==> config.mk <==
export PLATFORM = sky130hd
export DESIGN_NAME = sipm_event_fragment_parser
export DESIGN_NICKNAME = d
export VERILOG_FILES = /design/src/rtl/sefp_pkg.sv /design/src/rtl/sipm_event_fragment_parser.sv
export SDC_FILE = /design/constraint.sdc
export NUM_CORES = 2
export LEC_CHECK = 0
export BUFFER_PORTS_ARGS = -buffer_cell sky130_fd_sc_hd__buf_2
export CAP_MARGIN = 20
export CORE_MARGIN = 4
export CORE_UTILIZATION = 35
export CTS_CLUSTER_SIZE = 30
export DETAILED_ROUTE_END_ITERATION = 10
export PLACE_DENSITY = 0.49
export SLEW_MARGIN = 10
export SYNTH_ARGS = -nofsm -noshare
export SYNTH_HDL_FRONTEND = slang
export SYNTH_SLANG_ARGS = --single-unit
==> constraint.sdc <==
create_clock -name clk -period 26.4 [get_ports clk]
set_input_delay 1.32 -clock clk [delete_from_list [all_inputs] [get_ports clk]]
set_output_delay 1.32 -clock clk [all_outputs]
set_load 0.02 [all_outputs]
==> src/rtl/sefp_pkg.sv <==
// Shared types and constants for the event fragment parser.
// Beat structs for the byte and record channels, register and kind codes.
// No dependencies.
`default_nettype none

package sefp_pkg;

    // Largest number of channel records one fragment may carry
    localparam int MAX_CHANNELS = 64;
    // Active channel count from an eight-byte mask reaches 64 at most
    localparam int CNT_W = 7;

    localparam logic [7:0] BOARD_RESET = 8'hFF;

    typedef enum logic [2:0] {
        CFG_TIME_FORMAT    = 3'd0,
        CFG_HIGH_GAIN_FLAG = 3'd1,
        CFG_LOW_GAIN_FLAG  = 3'd2,
        CFG_ARRIVAL_FLAG   = 3'd3,
        CFG_OVER_TIME_FLAG = 3'd4,
        CFG_EXPECTED_CHANS = 3'd5
    } cfg_index_t;

    typedef enum logic [1:0] {
        KIND_HEADER   = 2'd0,
        KIND_CHANNEL  = 2'd1,
        KIND_MISMATCH = 2'd2
    } record_kind_t;

    typedef struct packed {
        logic [7:0] data_byte;
        logic       fragment_start;
    } frag_beat_t;

    typedef struct packed {
        logic [1:0]  record_kind;
        logic [15:0] event_size;
        logic [7:0]  board_id;
        logic [63:0] time_stamp_bits;
        logic [63:0] trigger_id;
        logic [7:0]  channel_id;
        logic [15:0] high_gain;
        logic [15:0] low_gain;
        logic [31:0] arrival_time;
        logic [31:0] over_time;
        logic [3:0]  fields_present;
        logic        last_record;
    } rec_beat_t;

endpackage : sefp_pkg

`default_nettype wire

==> src/rtl/sipm_event_fragment_parser.sv <==
// Event fragment parser: byte-wise header and channel record decoder.
// Depends on sefp_pkg for beat structs, register and kind codes.
//
// Usage
//   frag_*  : one stream byte per beat, fragment_start marks the first byte of
//             a fragment and restarts the parse, dropping any partial fragment.
//   rec_*   : one record per beat. A header record (kind header, or mismatch
//             when the mask popcount differs from expected_channels) follows
//             the last mask byte; then one channel record per active channel.
//             Channel records repeat the header fields of their fragment.
//   cfg_*   : register writes, taken in every cycle (cfg_ready is tied high).
//             Write only while idle; time_format is sampled on the start byte.
// Throughput
//   One byte per cycle while frag_ready is high. A record is registered on
//   the edge that accepts the byte which completes it. The parse state
//   update is a single pass from the state registers to the record register.
// Reset
//   rst_n clears the parse state and restores the register defaults; bytes
//   seen before the first start byte are ignored.
// Stall
//   A two-entry output (record register plus skid) takes one more record while
//   rec_ready is low; frag_ready drops only while the skid entry is full.
`default_nettype none

module sipm_event_fragment_parser
    import sefp_pkg::*;
(
    input  wire        clk,
    input  wire        rst_n,

    input  wire        frag_valid,
    output logic       frag_ready,
    input  wire frag_beat_t frag_beat,

    output logic       rec_valid,
    input  wire        rec_ready,
    output rec_beat_t  rec_beat,

    input  wire        cfg_valid,
    output logic       cfg_ready,
    input  wire [2:0]  cfg_index,
    input  wire [7:0]  cfg_data
);

    typedef enum logic [12:0] {
        PH_IDLE  = 13'b0000000000001,
        PH_SIZE  = 13'b0000000000010,
        PH_BOARD = 13'b0000000000100,
        PH_STAMP = 13'b0000000001000,
        PH_TRIG  = 13'b0000000010000,
        PH_MASK  = 13'b0000000100000,
        PH_CHID  = 13'b0000001000000,
        PH_TYPE  = 13'b0000010000000,
        PH_HG    = 13'b0000100000000,
        PH_LG    = 13'b0001000000000,
        PH_TOA   = 13'b0010000000000,
        PH_TOT   = 13'b0100000000000,
        PH_DONE  = 13'b1000000000000
    } phase_t;

    function automatic logic [3:0] popcount8(input logic [7:0] v);
        logic [3:0] c;
        c = 4'd0;
        for (int i = 0; i < 8; i++) begin
            c = c + {3'b000, v[i]};
        end
        return c;
    endfunction

    // Configuration registers
    logic             time_format_reg;
    logic [7:0]       high_gain_flag_reg;
    logic [7:0]       low_gain_flag_reg;
    logic [7:0]       arrival_flag_reg;
    logic [7:0]       over_time_flag_reg;
    logic [CNT_W-1:0] expected_channels_reg;

    // Parse state
    phase_t           phase_reg, phase_next;
    logic [2:0]       byte_idx_reg, byte_idx_next;
    logic [15:0]      size_reg, size_next;
    logic [7:0]       board_reg, board_next;
    logic [63:0]      stamp_reg, stamp_next;
    logic [63:0]      trigger_reg, trigger_next;
    logic [CNT_W-1:0] active_reg, active_next;
    logic [CNT_W-1:0] chan_left_reg, chan_left_next;
    logic [7:0]       chan_reg, chan_next;
    logic [15:0]      gain_high_reg, gain_high_next;
    logic [15:0]      gain_low_reg, gain_low_next;
    logic [31:0]      arrival_reg, arrival_next;
    logic [31:0]      over_reg, over_next;
    logic             fmt_reg, fmt_next;
    logic [3:0]       present_reg, present_next;

    // Output register and skid entry
    logic             out_valid_reg;
    rec_beat_t        out_reg;
    logic             skid_valid_reg;
    rec_beat_t        skid_reg;

    // Single-pass decode signals
    logic             accept;
    logic             start;
    logic [7:0]       d;
    phase_t           ph;
    logic [2:0]       bi;
    logic             produce;
    rec_beat_t        res;
    logic             do_adv;
    logic             do_emit;
    logic [2:0]       adv_from;
    logic [3:0]       slot_mask;
    logic             pop;

    assign cfg_ready  = 1'b1;
    assign frag_ready = ~skid_valid_reg;
    assign accept     = frag_valid & frag_ready;
    assign pop        = out_valid_reg & rec_ready;
    assign rec_valid  = out_valid_reg;
    assign rec_beat   = out_reg;

    always_comb
    begin
        start = frag_beat.fragment_start;
        d     = frag_beat.data_byte;

        // A start byte restarts the header before the byte itself is parsed
        ph             = start ? PH_SIZE : phase_reg;
        bi             = start ? 3'd0 : byte_idx_reg;
        phase_next     = ph;
        byte_idx_next  = bi;
        size_next      = start ? 16'd0 : size_reg;
        board_next     = start ? BOARD_RESET : board_reg;
        stamp_next     = start ? 64'd0 : stamp_reg;
        trigger_next   = start ? 64'd0 : trigger_reg;
        active_next    = start ? '0 : active_reg;
        chan_left_next = start ? '0 : chan_left_reg;
        fmt_next       = start ? time_format_reg : fmt_reg;
        chan_next      = chan_reg;
        gain_high_next = gain_high_reg;
        gain_low_next  = gain_low_reg;
        arrival_next   = arrival_reg;
        over_next      = over_reg;
        present_next   = present_reg;

        produce   = 1'b0;
        res       = '0;
        do_adv    = 1'b0;
        do_emit   = 1'b0;
        adv_from  = 3'd0;
        slot_mask = 4'd0;

        case (ph)
            PH_SIZE:
            begin
                size_next[{bi[0], 3'b000} +: 8] = d;
                if (bi >= 3'd1)
                begin
                    phase_next    = PH_BOARD;
                    byte_idx_next = 3'd0;
                end
                else
                begin
                    byte_idx_next = bi + 3'd1;
                end
            end
            PH_BOARD:
            begin
                board_next    = d;
                phase_next    = PH_STAMP;
                byte_idx_next = 3'd0;
            end
            PH_STAMP:
            begin
                stamp_next[{bi, 3'b000} +: 8] = d;
                if (bi == 3'd7)
                begin
                    phase_next    = PH_TRIG;
                    byte_idx_next = 3'd0;
                end
                else
                begin
                    byte_idx_next = bi + 3'd1;
                end
            end
            PH_TRIG:
            begin
                trigger_next[{bi, 3'b000} +: 8] = d;
                if (bi == 3'd7)
                begin
                    phase_next    = PH_MASK;
                    byte_idx_next = 3'd0;
                    active_next   = '0;
                end
                else
                begin
                    byte_idx_next = bi + 3'd1;
                end
            end
            PH_MASK:
            begin
                active_next = active_next + {{(CNT_W-4){1'b0}}, popcount8(d)};
                if (bi != 3'd7)
                begin
                    byte_idx_next = bi + 3'd1;
                end
                else
                begin
                    chan_left_next = (active_next > CNT_W'(MAX_CHANNELS))
                                   ? CNT_W'(MAX_CHANNELS) : active_next;
                    produce             = 1'b1;
                    res.record_kind     = (active_next != expected_channels_reg)
                                        ? KIND_MISMATCH : KIND_HEADER;
                    res.last_record     = (chan_left_next == '0);
                    phase_next          = (chan_left_next == '0) ? PH_DONE : PH_CHID;
                    byte_idx_next       = 3'd0;
                end
            end
            PH_CHID:
            begin
                chan_next  = d;
                phase_next = PH_TYPE;
            end
            PH_TYPE:
            begin
                present_next   = {|(d & over_time_flag_reg), |(d & arrival_flag_reg),
                                  |(d & low_gain_flag_reg),  |(d & high_gain_flag_reg)};
                gain_high_next = 16'd0;
                gain_low_next  = 16'd0;
                arrival_next   = 32'd0;
                over_next      = 32'd0;
                do_adv         = 1'b1;
                adv_from       = 3'd0;
            end
            PH_HG:
            begin
                gain_high_next[{bi[0], 3'b000} +: 8] = d;
                if (bi >= 3'd1)
                begin
                    do_adv   = 1'b1;
                    adv_from = 3'd1;
                end
                else
                begin
                    byte_idx_next = bi + 3'd1;
                end
            end
            PH_LG:
            begin
                gain_low_next[{bi[0], 3'b000} +: 8] = d;
                if (bi >= 3'd1)
                begin
                    do_adv   = 1'b1;
                    adv_from = 3'd2;
                end
                else
                begin
                    byte_idx_next = bi + 3'd1;
                end
            end
            PH_TOA:
            begin
                arrival_next[{bi[1:0], 3'b000} +: 8] = d;
                if (bi >= 3'd3)
                begin
                    do_adv   = 1'b1;
                    adv_from = 3'd3;
                end
                else
                begin
                    byte_idx_next = bi + 3'd1;
                end
            end
            PH_TOT:
            begin
                over_next[{bi[1:0], 3'b000} +: 8] = d;
                if (bi >= (fmt_next ? 3'd3 : 3'd1))
                begin
                    do_adv   = 1'b1;
                    adv_from = 3'd4;
                end
                else
                begin
                    byte_idx_next = bi + 3'd1;
                end
            end
            default:
            begin
                // Idle before any start, or done: drop the byte
            end
        endcase

        // Advance to the first present field at or after adv_from, else emit
        if (do_adv)
        begin
            slot_mask     = present_next & ~((4'b0001 << adv_from) - 4'b0001);
            byte_idx_next = 3'd0;
            if (slot_mask[0])
            begin
                phase_next = PH_HG;
            end
            else if (slot_mask[1])
            begin
                phase_next = PH_LG;
            end
            else if (slot_mask[2])
            begin
                phase_next = PH_TOA;
            end
            else if (slot_mask[3])
            begin
                phase_next = PH_TOT;
            end
            else
            begin
                do_emit = 1'b1;
            end
        end

        if (do_emit)
        begin
            chan_left_next     = chan_left_next - CNT_W'(1);
            produce            = 1'b1;
            res.record_kind    = KIND_CHANNEL;
            res.last_record    = (chan_left_next == '0);
            res.channel_id     = chan_next;
            res.high_gain      = gain_high_next;
            res.low_gain       = gain_low_next;
            res.arrival_time   = arrival_next;
            res.over_time      = over_next;
            res.fields_present = present_next;
            phase_next         = (chan_left_next == '0) ? PH_DONE : PH_CHID;
            byte_idx_next      = 3'd0;
        end

        // Header fields ride on every record of the fragment
        if (produce)
        begin
            res.event_size      = size_next;
            res.board_id        = board_next;
            res.time_stamp_bits = stamp_next;
            res.trigger_id      = trigger_next;
        end
    end

    // Configuration writes; indexes beyond the list are dropped
    always_ff @(posedge clk or negedge rst_n)
    begin
        if (!rst_n)
        begin
            time_format_reg       <= 1'b0;
            high_gain_flag_reg    <= 8'd1;
            low_gain_flag_reg     <= 8'd2;
            arrival_flag_reg      <= 8'd16;
            over_time_flag_reg    <= 8'd32;
            expected_channels_reg <= CNT_W'(64);
        end
        else if (cfg_valid && cfg_ready)
        begin
            case (cfg_index)
                CFG_TIME_FORMAT:    time_format_reg       <= cfg_data[0];
                CFG_HIGH_GAIN_FLAG: high_gain_flag_reg    <= cfg_data;
                CFG_LOW_GAIN_FLAG:  low_gain_flag_reg     <= cfg_data;
                CFG_ARRIVAL_FLAG:   arrival_flag_reg      <= cfg_data;
                CFG_OVER_TIME_FLAG: over_time_flag_reg    <= cfg_data;
                CFG_EXPECTED_CHANS: expected_channels_reg <= cfg_data[CNT_W-1:0];
                default:
                begin
                end
            endcase
        end
    end

    // Parse state: advance once per accepted beat
    always_ff @(posedge clk or negedge rst_n)
    begin
        if (!rst_n)
        begin
            phase_reg     <= PH_IDLE;
            byte_idx_reg  <= 3'd0;
            size_reg      <= 16'd0;
            board_reg     <= BOARD_RESET;
            stamp_reg     <= 64'd0;
            trigger_reg   <= 64'd0;
            active_reg    <= '0;
            chan_left_reg <= '0;
            chan_reg      <= 8'd0;
            gain_high_reg <= 16'd0;
            gain_low_reg  <= 16'd0;
            arrival_reg   <= 32'd0;
            over_reg      <= 32'd0;
            fmt_reg       <= 1'b0;
            present_reg   <= 4'd0;
        end
        else if (accept)
        begin
            phase_reg     <= phase_next;
            byte_idx_reg  <= byte_idx_next;
            size_reg      <= size_next;
            board_reg     <= board_next;
            stamp_reg     <= stamp_next;
            trigger_reg   <= trigger_next;
            active_reg    <= active_next;
            chan_left_reg <= chan_left_next;
            chan_reg      <= chan_next;
            gain_high_reg <= gain_high_next;
            gain_low_reg  <= gain_low_next;
            arrival_reg   <= arrival_next;
            over_reg      <= over_next;
            fmt_reg       <= fmt_next;
            present_reg   <= present_next;
        end
    end

    // Output valids: skid refills the record register first
    always_ff @(posedge clk or negedge rst_n)
    begin
        if (!rst_n)
        begin
            out_valid_reg  <= 1'b0;
            skid_valid_reg <= 1'b0;
        end
        else if (skid_valid_reg)
        begin
            if (pop)
            begin
                skid_valid_reg <= 1'b0;
            end
        end
        else if (accept && produce)
        begin
            if (out_valid_reg && !pop)
            begin
                skid_valid_reg <= 1'b1;
            end
            else
            begin
                out_valid_reg <= 1'b1;
            end
        end
        else if (pop)
        begin
            out_valid_reg <= 1'b0;
        end
    end

    // Output payload: no reset needed
    always_ff @(posedge clk)
    begin
        if (skid_valid_reg)
        begin
            if (pop)
            begin
                out_reg <= skid_reg;
            end
        end
        else if (accept && produce)
        begin
            if (out_valid_reg && !pop)
            begin
                skid_reg <= res;
            end
            else
            begin
                out_reg <= res;
            end
        end
    end

`ifndef ASSERT_OFF
    // The skid entry is only ever behind a held record
    a_skid_behind_out: assert property (@(posedge clk) disable iff (!rst_n)
        skid_valid_reg |-> out_valid_reg)
        else $error("skid entry valid without a record in the output register");

    // The skid fills only when the record register was stalled
    a_skid_fill_on_stall: assert property (@(posedge clk) disable iff (!rst_n)
        $rose(skid_valid_reg) |-> $past(out_valid_reg && !rec_ready))
        else $error("skid filled while the output register was free");

    // A final channel record leaves the parser done with the fragment
    a_last_to_done: assert property (@(posedge clk) disable iff (!rst_n)
        (accept && do_emit && res.last_record) |=> (phase_reg == PH_DONE))
        else $error("parser not done after the last channel record");

    // Remaining channel count never exceeds the cap
    a_chan_left_cap: assert property (@(posedge clk) disable iff (!rst_n)
        chan_left_reg <= CNT_W'(MAX_CHANNELS))
        else $error("remaining channel count above the cap");
`endif

endmodule : sipm_event_fragment_parser

`default_nettype wire
=== After elaboration in Yosys (flattened, before gate mapping) ===
Index checks and enable logic that the tools add are counted.

* Input bits: 25
* Memories kept: 0
* Bits in latches: 0
* Register bits after elaboration: 859
* Bits in read-only memories: 0
* Bits in writable memories: 0
* Output and inout port bits: 266
* Logic and storage cells: 217

* Add/subtract/negate cells: 14
* Multiply operators: 0
* Reduce and logical (&&, ||, !) cells: 23
* Equal/unequal tests: 22
* Div/mod/pow operators: 0
* Bitwise operators: 9
* Multiplexer cells: 91
* $lt $le $gt $ge: 4
* Shifts and indexed selects: 7

{| class="wikitable"
|+ Operator list
! cell !! number
|-
| $mux 263 || 4
|-
| $mux 64 || 4
|-
| $mux 13 || 13
|-
| $mux 152 || 1
|-
| $bwmux 64 || 2
|-
| $pmux 32 s2 || 2
|-
| $mux 109 || 1
|-
| $pmux 13 s6 || 1
|-
| $bwmux 32 || 2
|-
| $pmux 16 s2 || 2
|-
| $shift 8x8->64 const A || 1
|-
| $shiftx 8x8->64 || 1
|-
| $mux 7 || 7
|-
| $bwmux 16 || 3
|-
| $and 8x8->8 || 4
|-
| $mux 16 || 2
|-
| $reduce_or 8->1 || 4
|-
| $shift 8x7->32 const A || 1
|-
| $shiftx 8x7->32 || 1
|-
| $mux 3 || 10
|-
| $mux 8 || 3
|-
| $mux 1 || 22
|-
| $pmux 3 s7 || 1
|-
| $add 4x1->4 || 4
|-
| 52 further kinds || 74
|}

=== Logic depth before layout (Yosys ltp) ===
* Word-level depth: 20
* Depth in mapped cells: 25
* Mapped depth without buffers: 19

=== Least setup slack after synthesis ===
OpenSTA, ideal clock, no wires.

* Path type: input to register
* From: input port frag_beat[0] (netlist name)
* To: register out_reg (netlist bit rec_beat[0]), enable pin
* Data required time: 25.426 ns
* Arrival time: 17.858 ns
* Path buffers: 6
* Stages: 24
* Setup time: 0.974 ns
* Path slack: 7.568 ns
* Cell sequence: clkbuf_1 inv_1 nand2_1 inv_1 clkbuf_1 clkbuf_1 buf_1 ha_1 inv_1 ha_1 nor3b_1 a21oi_1 a21oi_1 nor2_1 inv_1 ha_1 o41a_1 nor3_2 a2111o_1 buf_4 clkbuf_1 nand2_1 nand2_1 a21oi_1

* Cells in the longest elaborated chain, start to end: 18
* Elaborated cells on any way between the ends: 40
* Classes of those cells: 1 x add/sub; 3 x order compare; 7 x eq/ne; 1 x shift; 22 x mux; 2 x bitwise; 4 x reduce/logical

{| class="wikitable"
|+ Ends and longest elaborated chain
! what !! RTL line !! RTL
|-
| start: declaration || sipm_event_fragment_parser.sv:33 || <nowiki>input wire frag_beat_t frag_beat,</nowiki>
|-
| $mux 1 || sipm_event_fragment_parser.sv:138 || <nowiki>fmt_next = start ? time_format_reg : fmt_reg;</nowiki>
|-
| $mux 2 || sipm_event_fragment_parser.sv:277 || <nowiki>if (bi >= (fmt_next ? 3'd3 : 3'd1))</nowiki>
|-
| $ge 3x2->1 || sipm_event_fragment_parser.sv:277 ||
|-
| $mux 3 || sipm_event_fragment_parser.sv:277 ||
|-
| $pmux 3 s4 || sipm_event_fragment_parser.sv:153 || <nowiki>case (ph)</nowiki>
|-
| $shl 1x3->4 || sipm_event_fragment_parser.sv:296 || <nowiki>slot_mask = present_next & ~((4'b0001 << adv_from) - 4'b0001);</nowiki>
|-
| $sub 4x1->4 || sipm_event_fragment_parser.sv:296 ||
|-
| $not 4->4 || sipm_event_fragment_parser.sv:296 ||
|-
| (+2 left out) || n/a ||
|-
| $mux 1 || sipm_event_fragment_parser.sv:306 || <nowiki>else if (slot_mask[2])</nowiki>
|-
| $mux 1 || sipm_event_fragment_parser.sv:302 || <nowiki>else if (slot_mask[1])</nowiki>
|-
| $mux 1 || sipm_event_fragment_parser.sv:298 || <nowiki>if (slot_mask[0])</nowiki>
|-
| $mux 1 || sipm_event_fragment_parser.sv:294 || <nowiki>if (do_adv)</nowiki>
|-
| $mux 1 (*) || sipm_event_fragment_parser.sv:320 || <nowiki>if (do_emit)</nowiki>
|-
| $logic_and 1x1->1 (*) || sipm_event_fragment_parser.sv:457 || <nowiki>else if (accept && produce)</nowiki>
|-
| $reduce_bool 2->1 (no line) (*) || n/a ||
|-
| $reduce_and 3->1 (no line) (*) || n/a ||
|-
| end signal: assignment || sipm_event_fragment_parser.sv:454 || <nowiki>out_reg <= skid_reg;</nowiki>
|-
| end signal: assignment || sipm_event_fragment_parser.sv:465 || <nowiki>out_reg <= res;</nowiki>
|-
| end: declaration || sipm_event_fragment_parser.sv:97 || <nowiki>rec_beat_t out_reg;</nowiki>
|}

Mark *: on every way between the ends. The rest lies on a longest branch, timed or not.
A chain may end at the register's enable or synchronous reset.

=== Final worst setup path ===
* From: input port frag_beat[0] (netlist name)
* To: register skid_reg[166] (netlist name), enable pin

* Cells in the longest elaborated chain, start to end: 17
* Elaborated cells on any way between the ends: 39
* Classes of those cells: 1 x add/sub; 3 x order compare; 7 x eq/ne; 1 x shift; 22 x mux; 2 x bitwise; 3 x reduce/logical

{| class="wikitable"
|+ Ends and longest elaborated chain
! what !! RTL line !! RTL
|-
| $mux 1 || sipm_event_fragment_parser.sv:138 ||
|-
| $mux 2 || sipm_event_fragment_parser.sv:277 ||
|-
| $ge 3x2->1 || sipm_event_fragment_parser.sv:277 ||
|-
| $mux 3 || sipm_event_fragment_parser.sv:277 ||
|-
| $pmux 3 s4 || sipm_event_fragment_parser.sv:153 ||
|-
| $shl 1x3->4 || sipm_event_fragment_parser.sv:296 ||
|-
| $sub 4x1->4 || sipm_event_fragment_parser.sv:296 ||
|-
| $not 4->4 || sipm_event_fragment_parser.sv:296 ||
|-
| $and 4x4->4 || sipm_event_fragment_parser.sv:296 ||
|-
| $mux 1 || sipm_event_fragment_parser.sv:310 || <nowiki>else if (slot_mask[3])</nowiki>
|-
| $mux 1 || sipm_event_fragment_parser.sv:306 ||
|-
| $mux 1 || sipm_event_fragment_parser.sv:302 ||
|-
| $mux 1 || sipm_event_fragment_parser.sv:298 ||
|-
| $mux 1 || sipm_event_fragment_parser.sv:294 ||
|-
| $mux 1 (*) || sipm_event_fragment_parser.sv:320 ||
|-
| $logic_and 1x1->1 (*) || sipm_event_fragment_parser.sv:457 ||
|-
| $reduce_and 3->1 (no line) (*) || n/a ||
|-
| end signal: assignment || sipm_event_fragment_parser.sv:461 || <nowiki>skid_reg <= res;</nowiki>
|-
| end: declaration || sipm_event_fragment_parser.sv:99 || <nowiki>rec_beat_t skid_reg;</nowiki>
|}

Marks and branches as above.

==> metrics.txt <==
# TYPE chip_impl_metric gauge
chip_impl_info{name="outcome",value="complete, no violations"} 1
chip_impl_metric{name="wl_per_cell",unit="um"} 22.9
chip_impl_metric{name="die_area",unit="um^2"} 116000
chip_impl_info{name="hold-path-endpoint",value="stamp_reg[24]"} 1
chip_impl_metric{name="timing.max_slew.rel_slack",unit="%"} 29.1
chip_impl_info{name="type_of_the_worst_setup_path",value="input pin to flip-flop"} 1
chip_impl_metric{name="period_minus_slack",unit="ns"} 9.56
chip_impl_metric{name="worst_clk_skew",unit="ns"} 0.0331
chip_impl_metric{name="synth_sequential_area_ratio",unit="%"} 62.2
chip_impl_metric{name="crit_arrival",unit="ns"} 9.83
chip_impl_metric{name="regToRegSetupSlack",unit="ns"} 17.88
chip_impl_metric{name="route.met2.wl",unit="um"} 55400
chip_impl_metric{name="globalRoute.totalOverflow",unit=""} 0
chip_impl_metric{name="postLayoutCoreUtil",unit="%"} 40.8
chip_impl_info{name="cts_root_buf",value="sky130_fd_sc_hd__clkbuf_16"} 1
chip_impl_metric{name="floorplan.io_pins",unit=""} 291
chip_impl_metric{name="setup-violations-final",unit=""} 0
chip_impl_metric{name="clock_slew_seen_by_the_registers_of_the_worst_setup_and_hold_paths",unit="ns"} 0.06
chip_impl_metric{name="synth_compound_area_share",unit="%"} 16.8
chip_impl_metric{name="totalPowerFinal",unit="mW"} 3.05
chip_impl_metric{name="final_wtd_congestion",unit=""} 0.839
chip_impl_metric{name="dp_slack",unit="ns"} 16.12
chip_impl_metric{name="clk_latency",unit="ns"} 0.67
chip_impl_metric{name="count_of_non_filler_cells_in_the_finished_layout",unit=""} 5146
chip_impl_metric{name="total_wire_length_after_detailed_routing",unit="um"} 118000
chip_impl_metric{name="cts-buffers-inserted",unit=""} 98
chip_impl_metric{name="ys_ff_latch",unit=""} 859
chip_impl_metric{name="period_share",unit="%"} 36.2
chip_impl_metric{name="worst-path-max-fanout",unit=""} 65
chip_impl_info{name="final_cell_mix",value="543 x sky130_fd_sc_hd__nand2_1, 526 x sky130_fd_sc_hd__edfxtp_1, 336 x sky130_fd_sc_hd__nor2_1, 318 x sky130_fd_sc_hd__dfrtp_1, 288 x sky130_fd_sc_hd__buf_2"} 1
chip_impl_metric{name="wl_met1",unit="um"} 54800
chip_impl_metric{name="grt_pass1_vias",unit=""} 26300
chip_impl_metric{name="die_height",unit="um"} 341
chip_impl_metric{name="async_flop_share",unit="%"} 38.8
chip_impl_info{name="route.top_layer_used",value="met4"} 1
chip_impl_metric{name="maxCapViolations",unit=""} 0
chip_impl_metric{name="final_critical_path_setup_slack",unit="ns"} 16.84
chip_impl_metric{name="combPwrFrac",unit="%"} 9.0
chip_impl_info{name="main_combinational_cell_family_by_area_after_synthesis",value="compound AO/OA/AOI/OAI gates"} 1
chip_impl_metric{name="drtIter0Drc",unit=""} 2366
chip_impl_info{name="synth-main-ff-cell",value="sky130_fd_sc_hd__edfxtp_1"} 1
chip_impl_metric{name="clk_path_buf_depth",unit=""} 3
chip_impl_metric{name="final_area",unit="um^2"} 44700
chip_impl_metric{name="io_buffers",unit=""} 289
chip_impl_metric{name="drt_drc_violations_left",unit=""} 0
chip_impl_metric{name="htreeDepth",unit=""} 3
chip_impl_info{name="worst_setup_path_end_kind",value="flip-flop"} 1
chip_impl_metric{name="grt_first_pass_wirelength",unit="um"} 176000
chip_impl_info{name="worstReg2RegEnd",value="skid_reg[166]"} 1
chip_impl_metric{name="final_layout_size_suffix_gt1_share",unit="%"} 19.3
chip_impl_metric{name="yosys.area_share.simple",unit="%"} 14.4
chip_impl_metric{name="post_synthesis_xor_xnor_area_fraction",unit="%"} 0.541
chip_impl_metric{name="crit_required",unit="ns"} 26.67
chip_impl_metric{name="floorplan.die.width",unit="um"} 341
chip_impl_metric{name="dp_cells",unit=""} 4957
chip_impl_metric{name="placedInstanceArea",unit="um^2"} 41600
chip_impl_metric{name="synth.avg_cell_area",unit="um^2"} 11.4
chip_impl_metric{name="area_growth_syn_to_layout",unit="%"} 15.0
chip_impl_metric{name="syn_inst",unit=""} 3409
chip_impl_info{name="mostFrequentLayoutCell",value="sky130_fd_sc_hd__nand2_1"} 1
chip_impl_info{name="tritoncts",value="done"} 1
chip_impl_info{name="grt_setup_unrepaired",value="false"} 1
chip_impl_metric{name="cts_resized",unit=""} 0
chip_impl_metric{name="seq_power_share",unit="%"} 48.1
chip_impl_metric{name="start_util",unit="%"} 35.5
chip_impl_metric{name="timing_worst_slew_pin_value",unit="ns"} 1.06
chip_impl_metric{name="synthesized_cell_area",unit="um^2"} 38800
chip_impl_metric{name="maxClockFrequency",unit="MHz"} 105
chip_impl_metric{name="synth_edf_count",unit=""} 526
chip_impl_metric{name="num_antenna_cells",unit=""} 0
chip_impl_metric{name="power.leakage",unit="nW"} 14.3
chip_impl_metric{name="drt_pass1_iterations",unit=""} 6
chip_impl_metric{name="post_synth_mux_area_share",unit="%"} 1.89
chip_impl_info{name="setup.worst_path.start_class",value="input pin"} 1
chip_impl_metric{name="power_report.internal_total",unit="mW"} 2.29
chip_impl_metric{name="timing.hold.worst_path_depth",unit=""} 2
chip_impl_metric{name="ys_types",unit=""} 77
chip_impl_metric{name="post_cts_buffers",unit=""} 0
chip_impl_metric{name="power_switching_share",unit="%"} 25.1
chip_impl_metric{name="core_region_area",unit="um^2"} 109000
chip_impl_metric{name="report.final.hold_viol_count",unit=""} 0
chip_impl_metric{name="holdWs",unit="ns"} 0.467
chip_impl_metric{name="net_count_after_synthesis",unit=""} 3460
chip_impl_metric{name="synth_adder_area_share",unit="%"} 0.934
chip_impl_metric{name="route.met3.wl",unit="um"} 5730
chip_impl_metric{name="grt_max_degree",unit=""} 221
chip_impl_metric{name="power.density_cell_area",unit="nW/um^2"} 68.3
chip_impl_metric{name="vias_per_cell",unit=""} 5.32
chip_impl_metric{name="postCtsHoldBufs",unit=""} 0
chip_impl_metric{name="ant_nets",unit=""} 0
chip_impl_metric{name="dpl.hpwl",unit="um"} 75300
chip_impl_metric{name="synth-warning-count",unit=""} 0
chip_impl_metric{name="antenna_found_initial",unit=""} 4
chip_impl_metric{name="vdd_ir_drop_max",unit="V"} 0.0000470
chip_impl_metric{name="clkSinkCount",unit=""} 859
chip_impl_info{name="min-delay-start",value="stamp_reg[24]"} 1
chip_impl_metric{name="groute.usage.overall",unit="%"} 19.8
chip_impl_metric{name="layout.nets",unit=""} 3639
chip_impl_metric{name="setup_tns_final",unit="ns"} 0
chip_impl_info{name="timing.hold.worst.class",value="flip-flop to flip-flop"} 1
chip_impl_metric{name="switchingPower",unit="uW"} 765
chip_impl_metric{name="worstRegToRegCells",unit=""} 21
chip_impl_info{name="timing.rr.start",value="byte_idx_reg[0]"} 1
chip_impl_metric{name="power.clock.fraction",unit="%"} 42.9
chip_impl_metric{name="detailroute.via_count",unit=""} 27400
chip_impl_metric{name="final_number_of_max_transition_violations",unit=""} 0
chip_impl_metric{name="rows",unit=""} 121
## logic make-up (layout without fill, tap and decap cells)
group | after synthesis | after routing
fa+ha+maj | 26 | 26
simple gates | 1204 | 1204
xor+xnor | 24 | 24
buf+inv | 301 | 562
other cells | 1 | 1
flops | 859 | 859
mux | 66 | 66
compound gates | 928 | 928
## critical path: stages
cell and delay (ns):
sky130_fd_sc_hd__buf_6 0.40, sky130_fd_sc_hd__inv_1 0.09, sky130_fd_sc_hd__buf_4 0.26, sky130_fd_sc_hd__nand2_2 0.74, sky130_fd_sc_hd__inv_1 0.32, sky130_fd_sc_hd__buf_4 0.36, sky130_fd_sc_hd__ha_1 0.34, sky130_fd_sc_hd__inv_1 0.22
sky130_fd_sc_hd__ha_1 0.22, sky130_fd_sc_hd__nor3b_1 0.06, sky130_fd_sc_hd__a21oi_1 0.13, sky130_fd_sc_hd__a21oi_1 0.12, sky130_fd_sc_hd__nor2_1 0.20, sky130_fd_sc_hd__inv_1 0.14, sky130_fd_sc_hd__ha_1 0.24, sky130_fd_sc_hd__nor4b_1 0.34
sky130_fd_sc_hd__nor3_2 0.13, sky130_fd_sc_hd__a2111o_2 0.42, sky130_fd_sc_hd__buf_4 0.32, sky130_fd_sc_hd__nand2_1 0.22, sky130_fd_sc_hd__and3_4 0.53, sky130_fd_sc_hd__buf_4 0.73, sky130_fd_sc_hd__buf_4 0.80, sky130_fd_sc_hd__buf_4 0.87
## per-layer routing
layer	vias to the layer above	global-route usage [%]
met5	-	0
met4	0	4.00
met3	122	2.79
met2	677	31.7
met1	13700	28.8
li1	12800	-
## cell usage after synthesis, drive strengths merged (17+ instances only)
cell      n  area [um^2]
ha       21          263
inv      23         88.8
nor2    339         1290
o21ai   241         1210
nor4     20          180
mux2     59          664
buf      75          447
nand2b   17          106
dfrtp   319         7980
a22oi   145         1090
nand2   545         2050
clkbuf  203          762
xnor2    19          166
a21oi   172          861
nor2b    19          119
edfxtp  526        15800
nor3     38          205
o31ai   264         2480
a22o     43          377
nor3b   143         1080
## power groups by stage
stage	registers, mW	logic (mW)	clock network, mW
floorplan	1.49	0.167	0
detailed placement	1.49	0.272	0
global route	1.47	0.296	1.40
finish	1.47	0.275	1.31
CTS	1.47	0.272	1.35
global placement	1.49	0.270	0
## worst max-delay path by stage
stage,startpoint,endpoint,depth (start not counted)
global route,frag_beat[0],skid_reg[159],24
detailed placement,frag_beat[0],skid_reg[159],24
finish,frag_beat[0],skid_reg[166],24
CTS,frag_beat[0],skid_reg[159],24
global placement,frag_beat[0],skid_reg[179],24
floorplan,frag_beat[0],rec_beat[0],24
## final cells by class
class                   count  area (um^2)
fillers                 10700        64800
flip-flops and latches    859        24100
multi-input cells        2249        13500
repair buffers            357         2040
inverters                  23         88.8
clock inverters            40          313
well taps                1476         1850
clock buffers             142         2740
(Power assumes the default switching activity.)
